--- config.mk ---
export PLATFORM = sky130hd
export DESIGN_NAME = key_zone_mapper
export DESIGN_NICKNAME = d
export VERILOG_FILES = /design/src/rtl/core/kzm_pkg.sv /design/src/rtl/core/kzm_ram.sv /design/src/rtl/core/kzm_cell.sv /design/src/rtl/core/kzm_chain.sv /design/src/rtl/core/key_zone_mapper.sv
export SDC_FILE = /design/constraint.sdc
export NUM_CORES = 2
export LEC_CHECK = 0
export CORE_MARGIN = 4
export CORE_UTILIZATION = 55
export CTS_CLUSTER_SIZE = 8
export DETAILED_ROUTE_END_ITERATION = 7
export DONT_BUFFER_PORTS = 1
export PLACE_DENSITY_LB_ADDON = 0.25
export SYNTH_ARGS = -nofsm -noshare
export SYNTH_HDL_FRONTEND = slang
export SYNTH_SLANG_ARGS = --single-unit
--- constraint.sdc ---
create_clock -name clk_i -period 10 [get_ports clk_i]
set_input_delay 0.5 -clock clk_i [delete_from_list [all_inputs] [get_ports clk_i]]
set_output_delay 0.5 -clock clk_i [all_outputs]
set_load 0.01 [all_outputs]
--- src/rtl/core/kzm_pkg.sv ---
// Package for the key-zone mapper: payload structs, operation and status codes,
// and the zone and search-token types shared by the top level and the cell chain.
// Depends on nothing.
`default_nettype none

package kzm_pkg;

  localparam int KZM_NUM_INSTRUMENTS = 8;
  localparam int KZM_ZONES           = 16;

  localparam int NOTE_W     = 7;
  // Slot indexes in the search token are sized for the largest zone count (64).
  localparam int SLOT_IDX_W = 6;
  localparam int DIST_W     = NOTE_W + 1;
  localparam logic [DIST_W-1:0] NOTE_SPAN = DIST_W'(128);

  typedef enum logic [1:0] {
    FUNC_CREATE = 2'd0,
    FUNC_ADD    = 2'd1,
    FUNC_LOOKUP = 2'd2,
    FUNC_NOP    = 2'd3
  } kzm_func_e;

  typedef enum logic [1:0] {
    STAT_OK       = 2'd0,
    STAT_FULL     = 2'd1,
    STAT_NO_INSTR = 2'd2,
    STAT_NO_ZONE  = 2'd3
  } kzm_status_e;

  typedef enum logic [2:0] {
    ST_IDLE,
    ST_LOAD,
    ST_LAST,
    ST_INJ,
    ST_SCAN,
    ST_FINISH
  } kzm_state_e;

  typedef struct packed {
    kzm_func_e         func;
    logic [2:0]        instrument;
    logic [NOTE_W-1:0] note;
    logic [NOTE_W-1:0] root_note;
    logic [NOTE_W-1:0] low_note;
    logic [NOTE_W-1:0] high_note;
  } kzm_in_t;

  typedef struct packed {
    kzm_status_e status;
    logic [3:0]  index;
    logic        direct_hit;
  } kzm_out_t;

  typedef struct packed {
    logic [NOTE_W-1:0] low;
    logic [NOTE_W-1:0] high;
    logic [NOTE_W-1:0] root;
  } kzm_entry_t;

  localparam int ENTRY_W = $bits(kzm_entry_t);

  typedef struct packed {
    logic       vld;
    kzm_entry_t entry;
  } kzm_zone_t;

  typedef struct packed {
    logic                  vld;
    logic [NOTE_W-1:0]     note;
    logic                  hit;
    logic [SLOT_IDX_W-1:0] hit_idx;
    logic                  found;
    logic [DIST_W-1:0]     best_dist;
    logic [SLOT_IDX_W-1:0] best_idx;
  } kzm_token_t;

endpackage

`default_nettype wire

--- src/rtl/core/kzm_ram.sv ---
// Generic single-port-write, single-port-read RAM with a registered read.
// Depends on nothing.
`default_nettype none

module kzm_ram #(
  parameter int WIDTH = 8,
  parameter int DEPTH = 16,
  parameter int AW    = (DEPTH > 1) ? $clog2(DEPTH) : 1
) (
  input  wire logic             clk_i,
  input  wire logic             wr_en_i,
  input  wire logic [AW-1:0]    wr_addr_i,
  input  wire logic [WIDTH-1:0] wr_data_i,
  input  wire logic [AW-1:0]    rd_addr_i,
  output logic      [WIDTH-1:0] rd_data_o
);

  logic [WIDTH-1:0] mem_q [DEPTH];
  logic [WIDTH-1:0] rd_data_q;

  always_ff @(posedge clk_i) begin
    if (wr_en_i) begin
      mem_q[wr_addr_i] <= wr_data_i;
    end
    rd_data_q <= mem_q[rd_addr_i];
  end

  assign rd_data_o = rd_data_q;

endmodule

`default_nettype wire

--- src/rtl/core/kzm_cell.sv ---
// One cell of the zone search chain: holds one zone slot, shifts zones toward
// cell 0 while loading, and updates the search token passing through it.
// Depends on kzm_pkg.
`default_nettype none

module kzm_cell #(
  parameter int SLOT = 0
) (
  input  wire logic              clk_i,
  input  wire logic              rst_ni,
  input  wire logic              shift_en_i,
  input  wire kzm_pkg::kzm_zone_t  zone_i,
  output kzm_pkg::kzm_zone_t       zone_o,
  input  wire kzm_pkg::kzm_token_t tok_i,
  output kzm_pkg::kzm_token_t      tok_o
);
  import kzm_pkg::*;

  kzm_zone_t         zone_q;
  kzm_token_t        tok_q, tok_d;
  logic              in_rng;
  logic [NOTE_W-1:0] root_gap;

  always_comb begin
    tok_d    = tok_i;
    in_rng   = (tok_i.note >= zone_q.entry.low) && (tok_i.note <= zone_q.entry.high);
    root_gap = (tok_i.note >= zone_q.entry.root) ? (tok_i.note - zone_q.entry.root)
                                                 : (zone_q.entry.root - tok_i.note);
    if (tok_i.vld && zone_q.vld) begin
      if (!tok_i.hit && in_rng) begin
        tok_d.hit     = 1'b1;
        tok_d.hit_idx = SLOT_IDX_W'(SLOT);
      end
      // Strict compare keeps the lower slot on a tie.
      if ({1'b0, root_gap} < tok_i.best_dist) begin
        tok_d.best_dist = {1'b0, root_gap};
        tok_d.best_idx  = SLOT_IDX_W'(SLOT);
        tok_d.found     = 1'b1;
      end
    end
  end

  always_ff @(posedge clk_i or negedge rst_ni) begin
    if (!rst_ni) begin
      zone_q <= '0;
      tok_q  <= '0;
    end else begin
      tok_q <= tok_d;
      if (shift_en_i) begin
        zone_q <= zone_i;
      end
    end
  end

  assign zone_o = zone_q;
  assign tok_o  = tok_q;

endmodule

`default_nettype wire

--- src/rtl/core/kzm_chain.sv ---
// Row of search cells: zones enter at the last cell and shift toward cell 0,
// the search token enters at cell 0 and leaves from the last cell.
// Depends on kzm_pkg and kzm_cell.
`default_nettype none

module kzm_chain #(
  parameter int ZONES = kzm_pkg::KZM_ZONES
) (
  input  wire logic              clk_i,
  input  wire logic              rst_ni,
  input  wire logic              shift_en_i,
  input  wire kzm_pkg::kzm_zone_t  zone_i,
  input  wire kzm_pkg::kzm_token_t tok_i,
  output kzm_pkg::kzm_token_t      tok_o
);
  import kzm_pkg::*;

  kzm_zone_t  zone_link [ZONES+1];
  kzm_token_t tok_link  [ZONES+1];

  assign zone_link[ZONES] = zone_i;
  assign tok_link[0]      = tok_i;

  for (genvar k = 0; k < ZONES; k++) begin : g_cell
    kzm_cell #(
      .SLOT(k)
    ) u_cell (
      .clk_i     (clk_i),
      .rst_ni    (rst_ni),
      .shift_en_i(shift_en_i),
      .zone_i    (zone_link[k+1]),
      .zone_o    (zone_link[k]),
      .tok_i     (tok_link[k]),
      .tok_o     (tok_link[k+1])
    );
  end

  assign tok_o = tok_link[ZONES];

endmodule

`default_nettype wire

--- src/rtl/core/key_zone_mapper.sv ---
// Key-zone mapper top level: instrument and zone bookkeeping, zone RAM and control.
// Create, add, the unused code and a lookup of a missing instrument go straight to
// the finish state. A lookup fills the cell row with ZONES RAM reads, then walks
// the token through ZONES cells. The finish state loads the output register and
// returns to idle for the next item; a result waits only while the output register
// is stalled. Reset clears instrument and zone counts; zone RAM is undefined.
`default_nettype none

module key_zone_mapper #(
  parameter int NUM_INSTRUMENTS = kzm_pkg::KZM_NUM_INSTRUMENTS,
  parameter int ZONES           = kzm_pkg::KZM_ZONES
) (
  input  wire logic           clk_i,
  input  wire logic           rst_ni,
  input  wire logic           in_valid_i,
  output logic                in_stall_o,
  input  wire kzm_pkg::kzm_in_t in_data_i,
  output logic                out_valid_o,
  input  wire logic           out_stall_i,
  output kzm_pkg::kzm_out_t     out_data_o
);
  import kzm_pkg::*;

  localparam int INST_W = (NUM_INSTRUMENTS > 1) ? $clog2(NUM_INSTRUMENTS) : 1;
  localparam int ICNT_W = $clog2(NUM_INSTRUMENTS + 1);
  localparam int SLOT_W = (ZONES > 1) ? $clog2(ZONES) : 1;
  localparam int ZCNT_W = $clog2(ZONES + 1);
  localparam int DEPTH  = NUM_INSTRUMENTS * ZONES;
  localparam int ADDR_W = (DEPTH > 1) ? $clog2(DEPTH) : 1;

  kzm_state_e state_q, state_d;

  logic [ICNT_W-1:0] inst_cnt_q;
  logic [ZCNT_W-1:0] zcnt_q [NUM_INSTRUMENTS];
  logic [INST_W-1:0] lk_inst_q;
  logic [NOTE_W-1:0] note_q;
  logic [ZCNT_W-1:0] n_q;
  logic [SLOT_W-1:0] ld_cnt_q;
  logic [SLOT_W-1:0] rd_slot_q;
  logic              rd_pend_q;
  kzm_out_t          res_q, res_d;
  kzm_out_t          out_q;
  logic              out_valid_q;

  logic              accept, issue, inject, out_load, ld_last, out_free;
  logic              inst_ok, create_ok, add_ok;
  logic [INST_W-1:0] sel;
  logic [INST_W-1:0] new_inst;
  logic [ZCNT_W-1:0] slot;
  logic [ADDR_W-1:0] wr_addr, rd_addr;
  logic [ENTRY_W-1:0] rd_data;
  kzm_zone_t         tail_zone;
  kzm_token_t        tok_in, tok_out;

  // Request decode.
  assign sel       = INST_W'(in_data_i.instrument);
  assign new_inst  = INST_W'(inst_cnt_q);
  assign inst_ok   = (32'(in_data_i.instrument) < 32'(inst_cnt_q));
  assign create_ok = (32'(inst_cnt_q) < NUM_INSTRUMENTS);
  assign slot      = zcnt_q[sel];
  assign add_ok    = inst_ok && (32'(slot) < ZONES);
  assign wr_addr   = ADDR_W'(32'(sel) * ZONES + 32'(slot));
  assign rd_addr   = ADDR_W'(32'(lk_inst_q) * ZONES + 32'(ld_cnt_q));
  assign ld_last   = (ld_cnt_q == SLOT_W'(ZONES - 1));
  assign out_free  = !out_valid_q || !out_stall_i;

  // Next state.
  always_comb begin
    state_d = state_q;
    case (state_q)
      ST_IDLE: begin
        if (in_valid_i) begin
          if (in_data_i.func == FUNC_LOOKUP && inst_ok) begin
            state_d = ST_LOAD;
          end else begin
            state_d = ST_FINISH;
          end
        end
      end
      ST_LOAD: begin
        if (ld_last) begin
          state_d = ST_LAST;
        end
      end
      ST_LAST: state_d = ST_INJ;
      ST_INJ:  state_d = ST_SCAN;
      ST_SCAN: begin
        if (tok_out.vld) begin
          state_d = ST_FINISH;
        end
      end
      ST_FINISH: begin
        if (out_free) begin
          state_d = ST_IDLE;
        end
      end
      default: state_d = ST_IDLE;
    endcase
  end

  // Control outputs.
  always_comb begin
    in_stall_o = (state_q != ST_IDLE);
    accept     = in_valid_i && (state_q == ST_IDLE);
    issue      = (state_q == ST_LOAD);
    inject     = (state_q == ST_INJ);
    out_load   = (state_q == ST_FINISH) && out_free;
  end

  // Result of the current item.
  always_comb begin
    res_d = res_q;
    if (accept) begin
      res_d = '{status: STAT_OK, index: 4'd0, direct_hit: 1'b0};
      case (in_data_i.func)
        FUNC_CREATE: begin
          if (create_ok) begin
            res_d.index = 4'(inst_cnt_q);
          end else begin
            res_d.status = STAT_FULL;
          end
        end
        FUNC_ADD: begin
          if (!inst_ok) begin
            res_d.status = STAT_NO_INSTR;
          end else if (!add_ok) begin
            res_d.status = STAT_FULL;
          end else begin
            res_d.index = 4'(slot);
          end
        end
        FUNC_LOOKUP: begin
          if (!inst_ok) begin
            res_d.status = STAT_NO_INSTR;
          end
        end
        default: res_d = '{status: STAT_OK, index: 4'd0, direct_hit: 1'b0};
      endcase
    end else if (state_q == ST_SCAN && tok_out.vld) begin
      if (tok_out.hit) begin
        res_d = '{status: STAT_OK, index: tok_out.hit_idx[3:0], direct_hit: 1'b1};
      end else if (tok_out.found) begin
        res_d = '{status: STAT_OK, index: tok_out.best_idx[3:0], direct_hit: 1'b0};
      end else begin
        res_d = '{status: STAT_NO_ZONE, index: 4'd0, direct_hit: 1'b0};
      end
    end
  end

  always_ff @(posedge clk_i or negedge rst_ni) begin
    if (!rst_ni) begin
      state_q     <= ST_IDLE;
      inst_cnt_q  <= '0;
      zcnt_q      <= '{default: '0};
      ld_cnt_q    <= '0;
      rd_pend_q   <= 1'b0;
      out_valid_q <= 1'b0;
    end else begin
      state_q   <= state_d;
      rd_pend_q <= issue;
      if (accept && in_data_i.func == FUNC_CREATE && create_ok) begin
        zcnt_q[new_inst] <= '0;
        inst_cnt_q       <= inst_cnt_q + 1'b1;
      end
      if (accept && in_data_i.func == FUNC_ADD && add_ok) begin
        zcnt_q[sel] <= slot + 1'b1;
      end
      if (accept) begin
        ld_cnt_q <= '0;
      end else if (issue && !ld_last) begin
        ld_cnt_q <= ld_cnt_q + 1'b1;
      end
      if (out_load) begin
        out_valid_q <= 1'b1;
      end else if (!out_stall_i) begin
        out_valid_q <= 1'b0;
      end
    end
  end

  always_ff @(posedge clk_i) begin
    res_q     <= res_d;
    rd_slot_q <= ld_cnt_q;
    if (accept) begin
      lk_inst_q <= sel;
      note_q    <= in_data_i.note;
      n_q       <= slot;
    end
    if (out_load) begin
      out_q <= res_q;
    end
  end

  kzm_ram #(
    .WIDTH(ENTRY_W),
    .DEPTH(DEPTH),
    .AW   (ADDR_W)
  ) u_zone_ram (
    .clk_i    (clk_i),
    .wr_en_i  (accept && in_data_i.func == FUNC_ADD && add_ok),
    .wr_addr_i(wr_addr),
    .wr_data_i({in_data_i.low_note, in_data_i.high_note, in_data_i.root_note}),
    .rd_addr_i(rd_addr),
    .rd_data_o(rd_data)
  );

  // Slots at or above the instrument's zone count enter the row as empty cells.
  assign tail_zone.vld   = (32'(rd_slot_q) < 32'(n_q));
  assign tail_zone.entry = rd_data;

  always_comb begin
    tok_in           = '0;
    tok_in.vld       = inject;
    tok_in.note      = note_q;
    tok_in.best_dist = NOTE_SPAN;
  end

  kzm_chain #(
    .ZONES(ZONES)
  ) u_chain (
    .clk_i     (clk_i),
    .rst_ni    (rst_ni),
    .shift_en_i(rd_pend_q),
    .zone_i    (tail_zone),
    .tok_i     (tok_in),
    .tok_o     (tok_out)
  );

  assign out_valid_o = out_valid_q;
  assign out_data_o  = out_q;

endmodule

`default_nettype wire

; Word level (Yosys, flattened, before mapping)
; Memory sizes are Yosys's and may differ from the RTL's. A register that Yosys moved wholly into a read port is not among the register bits.
; Cells that the tools add are included.
[totals]
ramBits = 2688
elab_cells = 507
regBits = 899
inputBits = 37
memories = 1
output_inout_bits = 9
[mem_list]
columns = memory, words, word_bits, rd, rd_ports_with_merged_regs, write_ports, line_no
row1 = u_zone_ram.mem_q, 128, 21, 1, 1, 1, kzm_ram.sv:18  ; logic [WIDTH-1:0] mem_q [DEPTH];
[op_classes]
eq_ne = 13
addsub = 37
bitwise = 4
n_reduce_logical = 84
magnitude_cmp = 72
mux = 99
[op_table]
columns = cell, count
row1 = two-way mux 22 bit, 16
row2 = two-way mux 7 bit, 36
row3 = two-way mux 15 bit, 16
row4 = greater-or-equal comparator 7 bit, 32
row5 = subtractor 7 bit, 32
row6 = less-than comparator 7 x 8 -> 1 bit, 15
row7 = <= comparator 7 bit, 16
row8 = two-way mux 40 bit, 2
row9 = logical AND 1 bit, 59
row10 = AND 40 bit, 1
row11 = bitwise mux 40 bit, 1
row12 = NOT 40 bit, 1
row13 = demux 5 bit (select 3 bit), 2
row14 = two-way mux 4 bit, 5
row15 = two-way mux 5 bit, 4
row16 = zero test 1 bit, 18
row17 = case mux 3 bit (6 select lines), 1
row18 = binary-select mux 5 bit (select 3 bit), 1
row19 = two-way mux 3 bit, 5
row20 = "adder 4 x 1 -> 4 bit, second input constant", 2
row21 = "greater-or-equal comparator 4 bit, second input constant", 2
row22 = "less-than comparator 4 x 1 -> 1 bit, second input constant", 2
row23 = "less-than comparator 7 x 8 -> 1 bit, second input constant", 1
row24 = NOT 3 -> 4 bit, 2
row25 = other kinds (25), 37

; Longest topological paths before layout
[logic_depth]
depth_word = 10
ltp_mapped = 18
ltp_nobuf = 17

; By module
; From an unflattened synthesis, not the netlist that was laid out.
[unflattened]
cells_unflattened = 8542
hier_area_um2 = 151540.3
[by_module_without_submodules]
columns = module, cells_each, n_inst, area_per_inst_um2, seq_area_each_um2
row1 = kzm_ram, 3995, 1, 102881.2, 81137.8
row2 = kzm_cell at u_chain.g_cell[0].u_cell ..., 259, 14, 2761.4, 1301.2
row3 = key_zone_mapper, 373, 1, 4393.0, 2267.2
row4 = kzm_cell at u_chain.g_cell[8].u_cell, 275, 1, 2807.7, 1301.2
row5 = kzm_cell at u_chain.g_cell[9].u_cell, 273, 1, 2798.9, 1301.2

; Least setup slack after synthesis
; No wires, ideal clock.
[synth_path]
path_type = input to register
from = input port in_data_i[28] in the netlist's numbering
to = memory u_zone_ram.mem_q[104][0] in the netlist's numbering (enable)
t_arrival_ns = 3.705
required_time_ns = 9.601
stages = 10
path_buffers = 2
setup_ns = 0.399
setup_slack_ns = 5.897
path_cell_list = buf_4 > buf_2 > mux4_2 > mux2i_4 > inv_1 > ha_1 > ha_1 > nor2b_1 > nand2_1 > nor2_1
[synth_via]
elab_chain_cells = 9
elab_cells_between_ends = 11
classes_between = add/sub (1) / order compare (2) / mux (5) / bitwise (1) / reduce/logical (2)
[synth_rtl]
columns = item, line_no
row1 = from (decl), key_zone_mapper.sv:17  ; input wire kzm_pkg::kzm_in_t in_data_i,
row2 = NOT 3 -> 4 bit (not written as such) *, key_zone_mapper.sv:60  ; assign slot = zcnt_q[sel];
row3 = binary-select mux 5 bit (select 3 bit) *, key_zone_mapper.sv:60
row4 = two-way mux 5 bit (not written as such) * (2 in series), key_zone_mapper.sv:60
row5 = via slot[4], key_zone_mapper.sv:49  ; logic [ZCNT_W-1:0] slot;
row6 = less-than comparator 5 bit, key_zone_mapper.sv:61  ; assign add_ok = inst_ok && (32'(slot) < ZONES);
row7 = logical AND 1 bit, key_zone_mapper.sv:61
row8 = logical AND 1 bit, key_zone_mapper.sv:200  ; .wr_en_i (accept && in_data_i.func == FUNC_ADD && add_ok),
row9 = two-way mux 1 bit, kzm_ram.sv:22  ; if (wr_en_i) begin
row10 = two-way mux 1 bit (not written as such), kzm_ram.sv:23  ; mem_q[wr_addr_i] <= wr_data_i;
row11 = to (decl), kzm_ram.sv:18
; The timed path passes the listed nets; every way through them passes the cells marked *. The select of a mux whose other input is x is not followed.

; Final worst setup path
[layout_path]
from = register ld_cnt_q[1]
to = register u_zone_ram.rd_data_q[4], in the netlist u_zone_ram.rd_data_o[4] (read register of u_zone_ram.mem_q)
[layout_via]
elab_chain_cells = 1
[layout_rtl]
columns = item, line_no
row1 = from (decl), key_zone_mapper.sv:38  ; logic [SLOT_W-1:0] ld_cnt_q;
row2 = from (signal assigned), key_zone_mapper.sv:171  ; ld_cnt_q <= ld_cnt_q + 1'b1;
row3 = adder 7 x 4 -> 7 bit, key_zone_mapper.sv:63  ; assign rd_addr = ADDR_W'(32'(lk_inst_q) * ZONES + 32'(ld_cnt_q));
row4 = to (decl), kzm_ram.sv:19  ; logic [WIDTH-1:0] rd_data_q;
; No other way between the ends.
; A chain may end at the register's enable or synchronous reset.

==> results.ini <==
[sta]
max_clock_freq_mhz = 197.3
finalSetupViolations = 0
rsz0062_at_grt = false
fin_worst_skew_ns = 0.1616
period_share_pct = 50.67
hold_viol = 0
setup_tns_ns = 0
maxSlewViolCount = 16
maxSlewHeadroom_pct = -9.944
worst_pin_slew_ns = 1.646
period_minus_slack_ns = 5.067
fin_ws_ns = 4.933

[clock_network]
numCtsBuffers = 478
clk_pin_slew_ns = 0.05
clk_latency_ns = 1.03
cts_buffer_depth = 4
cts_sinks = 3518
tritoncts = yes
cts_setup_buffers = 0
root_buffer = clkbuf_16
h-tree-depth = 5
cts.repair.resized = 0

[detailed_routing]
drtPass1Iterations = 8
vias = 83310
wirelength_um = 385800
drt_iter0_drc = 11020
wl_per_cell_um = 29.38
ant_nets = 0
vias_per_cell = 6.344
drc = 1

[setup_path]
path_max_fanout = 51
worstReg2RegStart = ld_cnt_q[1]
required_ns = 10.73
crit_type = register to register
cp.arrival_ns = 5.80
cp-start-kind = register
end_kind = register
worstSetupStartpoint = ld_cnt_q[1]

[floorplanning]
num_rows = 190
die_area_mm2 = 0.2771
initial_core_util_pct = 55.21
die_h_um = 526.4
core_area_mm2 = 0.2677
fp.dieW_um = 526.4
ios = 46

[placed_design]
pre_cts_slack_ns = 5.066
place.gp.congestion = 0.8882
placed_cell_area_mm2 = 0.1523
io_buffers = 0
dp_hpwl_um = 226100

[synthesis]
yosysWarningCount = 0
async_reset_ff_share_pct = 22.06
synth_cell_types = 88
yosysSeqAreaShare_pct = 68.67
netlist_instances = 9064
avgSynthCellArea_um2 = 16.31
synth_edf_count = 2716
synth_seq_cells = 3518
synth_area_mm2 = 0.1478
synth-main-ff-cell = edfxtp_1
synth_nets = 9665

[run]
maxCapViolCount = 3

[global_route]
grt_pass1_vias = 85130
antenna_found_initial = 22
grt_usage_pct = 27.72
grt_pass1_wl_um = 569000
grt_max_degree = 287
grt_overflow = 0

[min_path]
hold_class = input port to register
min_from = in_data_i[1]

[layout]
num-fill-cells = 18770
drive_gt1_share_pct = 17.14
area_growth_pct = 12.66
nets = 10010
final_area_mm2 = 0.1665

[status]
violations = DRC, capacitance limit, slew limit
status = finished with violations

[power]
leakagePower_nw = 59.21
p_per_area_mw_per_mm2 = 274.6
ir_drop_v = 0.0002307

[final timing paths]
path,cells after the start,slack (ns),endpoint
worst min-delay path,1,0.07,u_zone_ram.mem_q[3][8]
min in group asynchronous,2,0.16,ld_cnt_q[1]
worst min register to register,0,0.38,u_chain.g_cell[8].u_cell.tok_o[29]
worst max-delay path,8,4.93,u_zone_ram.rd_data_o[4]
max in group asynchronous,5,6.93,u_chain.g_cell[0].u_cell.tok_o[10]
worst max register to register,8,4.93,u_zone_ram.rd_data_o[4]
[through the flow]
| stage | power [mW] | util (%) | hold slack [ns] | cells |
|---|---|---|---|---|
| finish | 45.73 | 62.20 | 0.06864 | 13130 |
| floorplan | 27.12 | - | 0.2044 | 9064 |
| global route | 47.91 | 62.20 | 0.04118 | 13130 |
| detailed placement | 31.00 | 56.90 | 0.2174 | 12420 |
| CTS | 45.81 | 62.18 | 0.006736 | 13120 |
| global placement | 30.68 | 56.89 | 0.2175 | 12420 |
[cell usage after synthesis (all sizes together), types with 24 or more instances]
cell type | instances | area share [%]
o22ai | 69 | 0.29
o2111ai | 32 | 0.19
a211oi | 86 | 0.44
a211o | 29 | 0.17
mux4 | 602 | 9.2
o21a | 34 | 0.17
buf | 205 | 0.91
xor2 | 48 | 0.29
nand3b | 28 | 0.14
a31oi | 29 | 0.12
fa | 32 | 0.43
a21oi | 328 | 1.1
dfxtp | 26 | 0.35
edfxtp | 2716 | 55
clkbuf | 169 | 0.43
ha | 532 | 4.5
mux2 | 104 | 0.79
nor2 | 290 | 0.74
o221ai | 39 | 0.23
mux2i | 404 | 2.7
a22oi | 37 | 0.19
nand2b | 86 | 0.36
nor2b | 85 | 0.36
and2 | 31 | 0.13
o211ai | 28 | 0.15
nand3 | 113 | 0.40
a21o | 114 | 0.58
or2 | 39 | 0.17
o21ai | 578 | 2.0
nand4 | 47 | 0.20
xnor2 | 37 | 0.22
inv | 588 | 1.5
dfrtp | 776 | 13
nor3 | 24 | 0.10
nand2 | 560 | 1.4
[cells by family (layout without fill, tap and decap cells)]
logic type / Yosys count / in the layout / share of synthesized area [%]
compound gates: 1488 / 1488 / 6.139
buf+inv: 964 / 1473 / 2.839
mux: 1110 / 1110 / 12.71
simple gates: 1335 / 1335 / 4.192
other cells: 0 / 6 / 0
fa+ha+maj: 564 / 564 / 4.937
flops: 3518 / 3518 / 68.67
xor+xnor: 85 / 85 / 0.5088
[routing by layer]
| layer | up-vias | track usage, % | part of all wire [%] |
|---|---|---|---|
| met5 | - | 0.1732 | 0.032 |
| met4 | 12 | 9.664 | 3.8 |
| met3 | 755 | 7.179 | 11 |
| met2 | 4495 | 42.23 | 46 |
| met1 | 42870 | 39.20 | 39 |
| li1 | 35180 | - | - |
[layout make-up]
class                   instances  area, um^2  area share [%]
diodes                          6       15.01        0.009017
clock buffers                 618       12590           7.563
flip-flops and latches       3518      101500           60.97
inverters                     590        2215           1.330
repair buffers                241        2540           1.525
clock inverters                24       599.3          0.3599
multi-input cells            4582       42590           25.58
well taps                    3552        4444           2.669
[registers in the layout, summed over array words and instances (netlist names), 4 cells and up]
signal                        cells
inst_cnt_q                        4
ld_cnt_q                          4
n_q                               5
note_q                            7
out_data_o                        7
rd_slot_q                         4
res_q                             7
u_chain.g_cell.u_cell.tok_o     371
u_chain.g_cell.u_cell.zone_o    352
u_zone_ram.mem_q               2688
u_zone_ram.rd_data_o             21
zcnt_q                           40
[critical path, stage by stage, from the launching register on]
cell and delay, ns:
dfrtp_4 0.96, buf_4 0.74, buf_4 0.76, mux4_2 0.48, mux2i_1 0.36, a2111oi_1 0.17, buf_4 0.23, a31oi_1 0.78
nand4_1 0.21
[cell usage in the layout, fill, tap and decap left out, types with 135 or more instances in the layout]
master / netlist / routed
mux4_2: 602 / 602
inv_1: 588 / 588
edfxtp_1: 2716 / 2716
clkbuf_1: 168 / 135
o21ai_0: 567 / 567
mux2i_1: 403 / 403
buf_4: 54 / 167
clkbuf_16: 0 / 483
a21oi_1: 317 / 317
dfrtp_1: 776 / 771
ha_1: 532 / 532
nor2_1: 287 / 157
nand2_1: 557 / 556
[power breakdown]
part	switching, mW	internal (mW)	leakage (nW)
clock network	5.89	8.66	6.35
registers	1.00	16.8	34.8
logic	7.86	5.50	18.0
total	14.8	31.0	59.2
[what timing repair did]
item / in CTS / in global routing
endpoints found under the setup margin: 0 / 0
hold buffers: 57 / 1
hold endpoints to repair: 3022 / 2
(Power assumes the default switching activity.)
